File: src/hw/rtl/hwcd_pkg.sv
package hwcd_pkg;

   // Input item modes
   localparam logic [1:0] MODE_REF   = 2'd0;
   localparam logic [1:0] MODE_QRY   = 2'd1;
   localparam logic [1:0] MODE_CHECK = 2'd2;
   localparam logic [1:0] MODE_NOP   = 2'd3;

   // Result status codes
   localparam logic [1:0] STAT_LOADED  = 2'd0;
   localparam logic [1:0] STAT_CHECKED = 2'd1;
   localparam logic [1:0] STAT_BORDER  = 2'd2;

   // Register indexes (byte address 4 * index)
   localparam logic [2:0] REG_ROWS   = 3'd0;
   localparam logic [2:0] REG_COLS   = 3'd1;
   localparam logic [2:0] REG_XSLIDE = 3'd2;
   localparam logic [2:0] REG_YSLIDE = 3'd3;
   localparam logic [2:0] REG_RADIUS = 3'd4;
   localparam logic [2:0] REG_THRESH = 3'd5;

   typedef struct packed {
      logic [5:0]  grid_rows;
      logic [5:0]  grid_cols;
      logic [2:0]  x_slide;
      logic [2:0]  y_slide;
      logic [1:0]  window_radius;
      logic [25:0] match_threshold;
   } cfg_type;

   // One window read: cell offset inside the window, window offset, dimension
   typedef struct packed {
      logic       valid;
      logic [2:0] i;
      logic [2:0] j;
      logic [3:0] wa;
      logic [3:0] wb;
      logic [5:0] d;
      logic       first;
      logic       last;
      logic       wlast;
   } cmd_type;

   typedef struct packed {
      logic    accept;
      logic    load_ref;
      logic    load_qry;
      logic    win_start;
      cmd_type cmd;
   } ctl_type;

   typedef struct packed {
      logic border_ok;
      logic win_done;
      logic found;
   } stat_type;

endpackage

File: src/hw/rtl/hwcd_ctrl.sv
module hwcd_ctrl #(
   parameter int DIMS = 36
) (
   input  logic               clock,
   input  logic               reset,
   input  logic               req_valid,
   input  logic [1:0]         req_mode,
   input  logic               rsp_stall,
   input  hwcd_pkg::cfg_type  cfg,
   input  hwcd_pkg::stat_type stat,
   output hwcd_pkg::ctl_type  ctl,
   output logic               req_stall,
   output logic               rsp_valid,
   output logic [1:0]         rsp_status,
   output logic               rsp_mismatch
);

   typedef enum logic [1:0] {ST_IDLE, ST_START, ST_ISSUE, ST_WAIT} state_type;

   state_type  state_ff;
   logic       rsp_valid_ff;
   logic [1:0] rsp_status_ff;
   logic       rsp_mismatch_ff;
   logic [2:0] i_ff, j_ff;
   logic [3:0] wa_ff, wb_ff;
   logic [5:0] d_ff;

   logic       accept;
   logic [2:0] span;
   logic       j_end, i_end, d_end;

   assign span   = {cfg.window_radius, 1'b0};
   assign j_end  = (j_ff == span);
   assign i_end  = (i_ff == span);
   assign d_end  = (d_ff == 6'(DIMS - 1));
   assign req_stall = !((state_ff == ST_IDLE) && !rsp_valid_ff);
   assign accept    = req_valid && !req_stall;

   // Commands to the datapath
   always_comb begin
      ctl.accept        = accept;
      ctl.load_ref      = accept && (req_mode == hwcd_pkg::MODE_REF);
      ctl.load_qry      = accept && (req_mode == hwcd_pkg::MODE_QRY);
      ctl.win_start     = (state_ff == ST_START);
      ctl.cmd.valid     = (state_ff == ST_ISSUE);
      ctl.cmd.i         = i_ff;
      ctl.cmd.j         = j_ff;
      ctl.cmd.wa        = wa_ff;
      ctl.cmd.wb        = wb_ff;
      ctl.cmd.d         = d_ff;
      ctl.cmd.first     = (i_ff == 3'd0) && (j_ff == 3'd0);
      ctl.cmd.last      = i_end && j_end;
      ctl.cmd.wlast     = i_end && j_end && d_end;
   end

   // Sequence the window walk and hold the result beat
   always_ff @(posedge clock) begin
      if (reset) begin
         state_ff        <= ST_IDLE;
         rsp_valid_ff    <= 1'b0;
         rsp_status_ff   <= hwcd_pkg::STAT_LOADED;
         rsp_mismatch_ff <= 1'b0;
         i_ff  <= '0;
         j_ff  <= '0;
         wa_ff <= '0;
         wb_ff <= '0;
         d_ff  <= '0;
      end else begin
         if (rsp_valid_ff && !rsp_stall) begin
            rsp_valid_ff <= 1'b0;
         end
         unique case (state_ff)
            ST_IDLE: begin
               if (accept) begin
                  if (req_mode == hwcd_pkg::MODE_CHECK) begin
                     if (stat.border_ok) begin
                        wa_ff    <= '0;
                        wb_ff    <= '0;
                        state_ff <= ST_START;
                     end else begin
                        rsp_valid_ff    <= 1'b1;
                        rsp_status_ff   <= hwcd_pkg::STAT_BORDER;
                        rsp_mismatch_ff <= 1'b0;
                     end
                  end else begin
                     rsp_valid_ff    <= 1'b1;
                     rsp_status_ff   <= hwcd_pkg::STAT_LOADED;
                     rsp_mismatch_ff <= 1'b0;
                  end
               end
            end
            ST_START: begin
               i_ff     <= '0;
               j_ff     <= '0;
               d_ff     <= '0;
               state_ff <= ST_ISSUE;
            end
            ST_ISSUE: begin
               // advance column, then row, then dimension
               if (!j_end) begin
                  j_ff <= j_ff + 3'd1;
               end else begin
                  j_ff <= '0;
                  if (!i_end) begin
                     i_ff <= i_ff + 3'd1;
                  end else begin
                     i_ff <= '0;
                     if (!d_end) begin
                        d_ff <= d_ff + 6'd1;
                     end else begin
                        state_ff <= ST_WAIT;
                     end
                  end
               end
            end
            ST_WAIT: begin
               if (stat.win_done) begin
                  priority if (stat.found) begin
                     rsp_valid_ff    <= 1'b1;
                     rsp_status_ff   <= hwcd_pkg::STAT_CHECKED;
                     rsp_mismatch_ff <= 1'b0;
                     state_ff        <= ST_IDLE;
                  end else if (wb_ff != {cfg.x_slide, 1'b0}) begin
                     wb_ff    <= wb_ff + 4'd1;
                     state_ff <= ST_START;
                  end else if (wa_ff != {cfg.y_slide, 1'b0}) begin
                     wb_ff    <= '0;
                     wa_ff    <= wa_ff + 4'd1;
                     state_ff <= ST_START;
                  end else begin
                     rsp_valid_ff    <= 1'b1;
                     rsp_status_ff   <= hwcd_pkg::STAT_CHECKED;
                     rsp_mismatch_ff <= 1'b1;
                     state_ff        <= ST_IDLE;
                  end
               end
            end
            default: state_ff <= ST_IDLE;
         endcase
      end
   end

   assign rsp_valid    = rsp_valid_ff;
   assign rsp_status   = rsp_status_ff;
   assign rsp_mismatch = rsp_mismatch_ff;

endmodule

File: config.mk
export PLATFORM = sky130hd
export DESIGN_NAME = hwcd_ctrl
export DESIGN_NICKNAME = d
export VERILOG_FILES = /design/src/hw/rtl/hwcd_pkg.sv /design/src/hw/rtl/hwcd_ctrl.sv
export SDC_FILE = /design/constraint.sdc
export NUM_CORES = 1
export LEC_CHECK = 0
export ABC_CLOCK_PERIOD_IN_PS = 2660
export BUFFER_PORTS_ARGS = -buffer_cell sky130_fd_sc_hd__buf_4
export CAP_MARGIN = 0
export CORE_MARGIN = 5
export CORE_UTILIZATION = 30
export DETAILED_ROUTE_END_ITERATION = 12
export GPL_TIMING_DRIVEN = 0
export SETUP_SLACK_MARGIN = 0.2
export SYNTH_ARGS = -nofsm -noshare
export SYNTH_HDL_FRONTEND = slang
export SYNTH_SLANG_ARGS = --single-unit
export TNS_END_PERCENT = 5
File: constraint.sdc
create_clock -name clock -period 2.66 [get_ports clock]
set_input_delay 0 -clock clock [delete_from_list [all_inputs] [get_ports clock]]
set_output_delay 0 -clock clock [all_outputs]
set_load 0.01 [all_outputs]
### After elaboration in Yosys (flattened, before gate mapping)

Index checks and enable logic that the tools add are counted.

* reductions and logical operators: 23
* eq/ne operators: 25
* add/sub/neg operators: 5
* mux-type cells: 58

Operators by type and width (count)
* 2-to-1 mux 4 bit: 11
* 2-to-1 mux 2 bit: 14
* 2-to-1 mux 1 bit: 18
* 2-to-1 mux 6 bit: 3
* one-hot mux 4 bit (2 select lines): 2
* != test 2 bit, second input constant: 7
* AND reduction 7 bit: 2
* != test 3 bit, second input constant: 4
* one-hot mux 3 bit (2 select lines): 2
* one-hot mux 6 bit (2 select lines): 1
* 2-to-1 mux 3 bit: 3
* adder 4 x 1 -> 4 bit, second input constant: 2
* logical AND 1 bit: 8
* != test 2 x 1 -> 1 bit, second input constant: 4
* != test 4 bit: 2
* one-hot mux 2 bit (4 select lines): 1
* AND reduction 8 bit: 1
* adder 3 x 1 -> 3 bit, second input constant: 2
* adder 6 x 1 -> 6 bit, second input constant: 1
* == test 2 bit, second input constant: 3
* == test 3 bit: 2
* == test 6 bit, second input constant: 1
* logical NOT 3 bit: 2
* AND reduction 6 bit: 1
* other kinds (8): 14

* word-level logic and storage cells: 120
* register bits: 26

### Longest topological paths before layout

* word-level depth: 8
* gate-level depth with buffers: 7

### Worst setup path after synthesis

Ideal clock, no wire load.

* path kind: reg-to-reg
* from: reg state_ff[0]
* to: reg wb_ff[2]
* arrival: 1835 ps
* data required time: 2586 ps
* stages on the path, launching flop included: 8
* setup slack: 751 ps
* period minus slack after synthesis: 1909 ps
* path buffers: 0
* cell sequence: dfxtp_1 > inv_1 > ha_1 > inv_1 > o21ai_0 > nor4_1 > a21oi_1 > a31oi_1

* word-level cells in the longest chain between the ends: 5

Ends and longest elaborated chain
* start, declared: line hwcd_ctrl.sv:20 `state_type state_ff;`
* start signal, assigned: line hwcd_ctrl.sv:59 `state_ff <= ST_IDLE;`
* start signal, assigned: line hwcd_ctrl.sv:79 `state_ff <= ST_START;`
* start signal, assigned: line hwcd_ctrl.sv:96 `state_ff <= ST_ISSUE;`
* logical NOT 2 bit: line hwcd_ctrl.sv:36, hwcd_ctrl.sv:72
* logical AND 1 bit: line hwcd_ctrl.sv:36 `assign req_stall = !((state_ff == ST_IDLE) && !rsp_valid_ff);`
* logical AND 1 bit: line hwcd_ctrl.sv:37 `assign accept = req_valid && !req_stall;`
* != test 2 bit (no source line)
* AND reduction 7 bit (no source line)
* end signal, assigned: line hwcd_ctrl.sv:124 `wb_ff <= wb_ff + 4'd1;`
* end, declared: line hwcd_ctrl.sv:25 `logic [3:0] wa_ff, wb_ff;`

Parallel ways exist; a longest one is shown, timed or not.
A chain may end at the register's enable or synchronous reset.

### Final worst setup path

Ends and elaborated chain as after synthesis.

==> impl_metrics.env <==
export IMPL_p_per_area_nw_per_um2=563.3
export IMPL_drt_iter0_drc=65
export IMPL_area_delta_synth_final_pct=30.16
export IMPL_clkSlewWorstSetupHoldPaths_ps=90
export IMPL_numPortBuffers=48
export IMPL_vias=1654
export IMPL_route_met3_wl_um=301
export IMPL_drc_errors=0
export IMPL_vdd_drop_max_mv=0.2865
export IMPL_grt_start_max_net_pins=15
export IMPL_clockBufferDepth=2
export IMPL_place_hpwl_mm=3.470
export IMPL_drive_gt1_share_pct=25.98
export IMPL_tns_ps=0
export IMPL_yosysTopAreaCellShare_pct=30.68
export IMPL_die_area_um2=7259
export IMPL_synth_simple_area_share_pct=26.92
export IMPL_relSlewSlack_pct=57.91
export IMPL_wire_per_inst_um=13.68
export IMPL_synth_area_top_cells="dfxtp_1 31%, ha_1 8.8%, xor2_1 6.2%, a21oi_1 3.8%, inv_1 3.5%"
export IMPL_ys_types=45
export IMPL_setup_viol=0
export IMPL_die_w_um=85.20
export IMPL_gp_congestion=0.8003
export IMPL_cts_sinks=26
export IMPL_synth_cells=202
export IMPL_cts_hold_buf=0
export IMPL_start_kind="register"
export IMPL_status="finished clean"
export IMPL_maxCapViolations=0
export IMPL_rsz0062_at_grt="no"
export IMPL_final_cell_mix="49 x buf_4, 26 x dfxtp_1, 16 x inv_1, 16 x nand2_1, 13 x a21oi_1"
export IMPL_endpoint_kind="register"
export IMPL_insertion_delay_ps=270
export IMPL_yosys_warnings=0
export IMPL_required_ps=2870
export IMPL_synthMuxAreaShare_pct=0
export IMPL_core_area_um2=5507
export IMPL_nFillCells=589
export IMPL_synth_fp_nets=269
export IMPL_tightest_slew_ps=623.1
export IMPL_postSynthAreaPerCell_um2=8.399
export IMPL_num_antenna_cells=0
export IMPL_start_util_pct=30.81
export IMPL_synth_adder_area_share_pct=8.850
export IMPL_wl_met2_mm=1.920
export IMPL_final_core_util_pct=40.10
export IMPL_drt_total_wl_mm=4.459
export IMPL_dr_max_layer_used="met4"
export IMPL_grt_util_all_layers_pct=12.03
export IMPL_period_share_pct=82.57
export IMPL_p_leak_nw=0.9395
export IMPL_skew_ps=3.170
export IMPL_root_buffer="clkbuf_8"
export IMPL_fmax_mhz=455.3
export IMPL_synth_seq_cells=26
export IMPL_overflow=0
export IMPL_synth_top_cell_by_area="dfxtp_1"
export IMPL_synthXorXnorAreaFrac_pct=6.711
export IMPL_antenna_found_initial=0
export IMPL_min_path_type="input port to register"
export IMPL_grt_pass1_vias=1553
export IMPL_path_max_fanout=8
export IMPL_firstDrtPassIters=4
export IMPL_finalHoldViolations=0
export IMPL_synth_compound_area_share_pct=21.46
export IMPL_final_common_cell="buf_4"
export IMPL_post_route_min_period_ps=2196
export IMPL_htree_levels=1
export IMPL_path_class="register to register"
export IMPL_ios=88
export IMPL_crit_arrival_ps=2400
export IMPL_fp_dieH_um=85.20
export IMPL_num_rows=27
export IMPL_slew_violations=0
export IMPL_antenna_left=0
export IMPL_routedLengthMet1_mm=2.218
export IMPL_synth_seq_area_share_pct=30.68
export IMPL_avgViaCountPerCell=5.074
export IMPL_cts_tree="yes"
export IMPL_synth_top_family_by_area="simple AND/OR/NAND/NOR gates"
export IMPL_nets=322
export IMPL_netlist_area_um2=1697
export IMPL_grt_pass1_wl_mm=7.396
export IMPL_cts_buffers=3
-- stage by stage --
stage	instances	area, µm²	hold WS [ps]	total power, mW	setup slack [ps]
after floorplan	202	1697	49.48	0.7925	750.7
after global placement	322	2147	264.1	0.9815	307.4
after detailed placement	322	2147	264.7	0.9813	294.8
after CTS	326	2202	6.284	1.251	279.0
after global routing	326	2208	22.68	1.335	234.6
final	326	2208	8.690	1.244	463.5
-- area by class of cell --
class,count,area (µm²),area share (%)
buffer,5,31.28,1.416
sequential,26,520.5,23.57
multi-input combinational,155,1091,49.41
inverter,16,60.06,2.720
tap,72,90.09,4.079
clock buffer,4,55.05,2.493
timing repair buffer,48,360.3,16.32
-- synth_stat cells (all sizes together) --
cell and count:
dfxtp 26, inv 16, nand2 16, a21oi 13, ha 12, xor2 12, nand3 10, nor2 10
a31oi 8, nor3 8, o21ai 7, and3 6, o211ai 6, o31ai 6, nor4 5, or4 5
nand3b 4, buf 3, nand2b 3, o41ai 3, a21o 2, clkbuf 2, nand4 2, nor2b 2
o21a 2, o311ai 2, or2 2, a2111o 1, a211oi 1, a32o 1, a32oi 1, and2 1
nor3b 1, o21bai 1, or3 1, xnor2 1
-- per-layer routing --
layer	vias to the layer above	track usage, %
met3	2	3.301
met5	-	0
met4	0	1.295
met1	756	16.37
li1	850	-
met2	46	19.63
-- critical path: stages, from the launching register on --
cell and delay (ps):
dfxtp_1 400, inv_1 110, ha_1 390, inv_1 230, o21ai_0 270, nor4_2 480, a21oi_1 120, a31oi_1 140
-- state kept, by name, indices dropped and copies added, names as in the netlist --
signal        cells
j_ff              3
rsp_status        2
d_ff              6
i_ff              3
rsp_valid         1
state_ff          2
rsp_mismatch      1
wa_ff             4
wb_ff             4
-- worst paths after layout --
path,start,endpoint,slack (ps),depth (start not counted)
worst max-delay path,state_ff[0],wb_ff[2],460,7
worst max register to register,state_ff[0],wb_ff[2],460,7
worst min register to register,rsp_status[1],rsp_status[1],480,2
worst min-delay path,req_mode[0],rsp_status[1],9,3
-- power by group --
group	leakage (nW)	total, mW	internal (mW)	switching, mW
combinational	0.701	0.545	0.206	0.339
sequential	0.210	0.437	0.412	0.0242
clock	0.0288	0.262	0.132	0.130
-- cell families (layout without fill, tap and decap cells) --
family,after synthesis,count (layout)
buffers and inverters,21,73
AND/OR/NAND/NOR,76,76
XOR/XNOR,13,13
AO/OA/AOI/OAI,54,54
flip-flops,26,26
adder cells (fa/ha/maj),12,12
-- timing repair --
item / in CTS / in global routing
setup endpoints to repair: 0 / 4
buffers inserted: 0 / 0
gates resized for setup: 0 / 1
(Power assumes the default switching activity.)
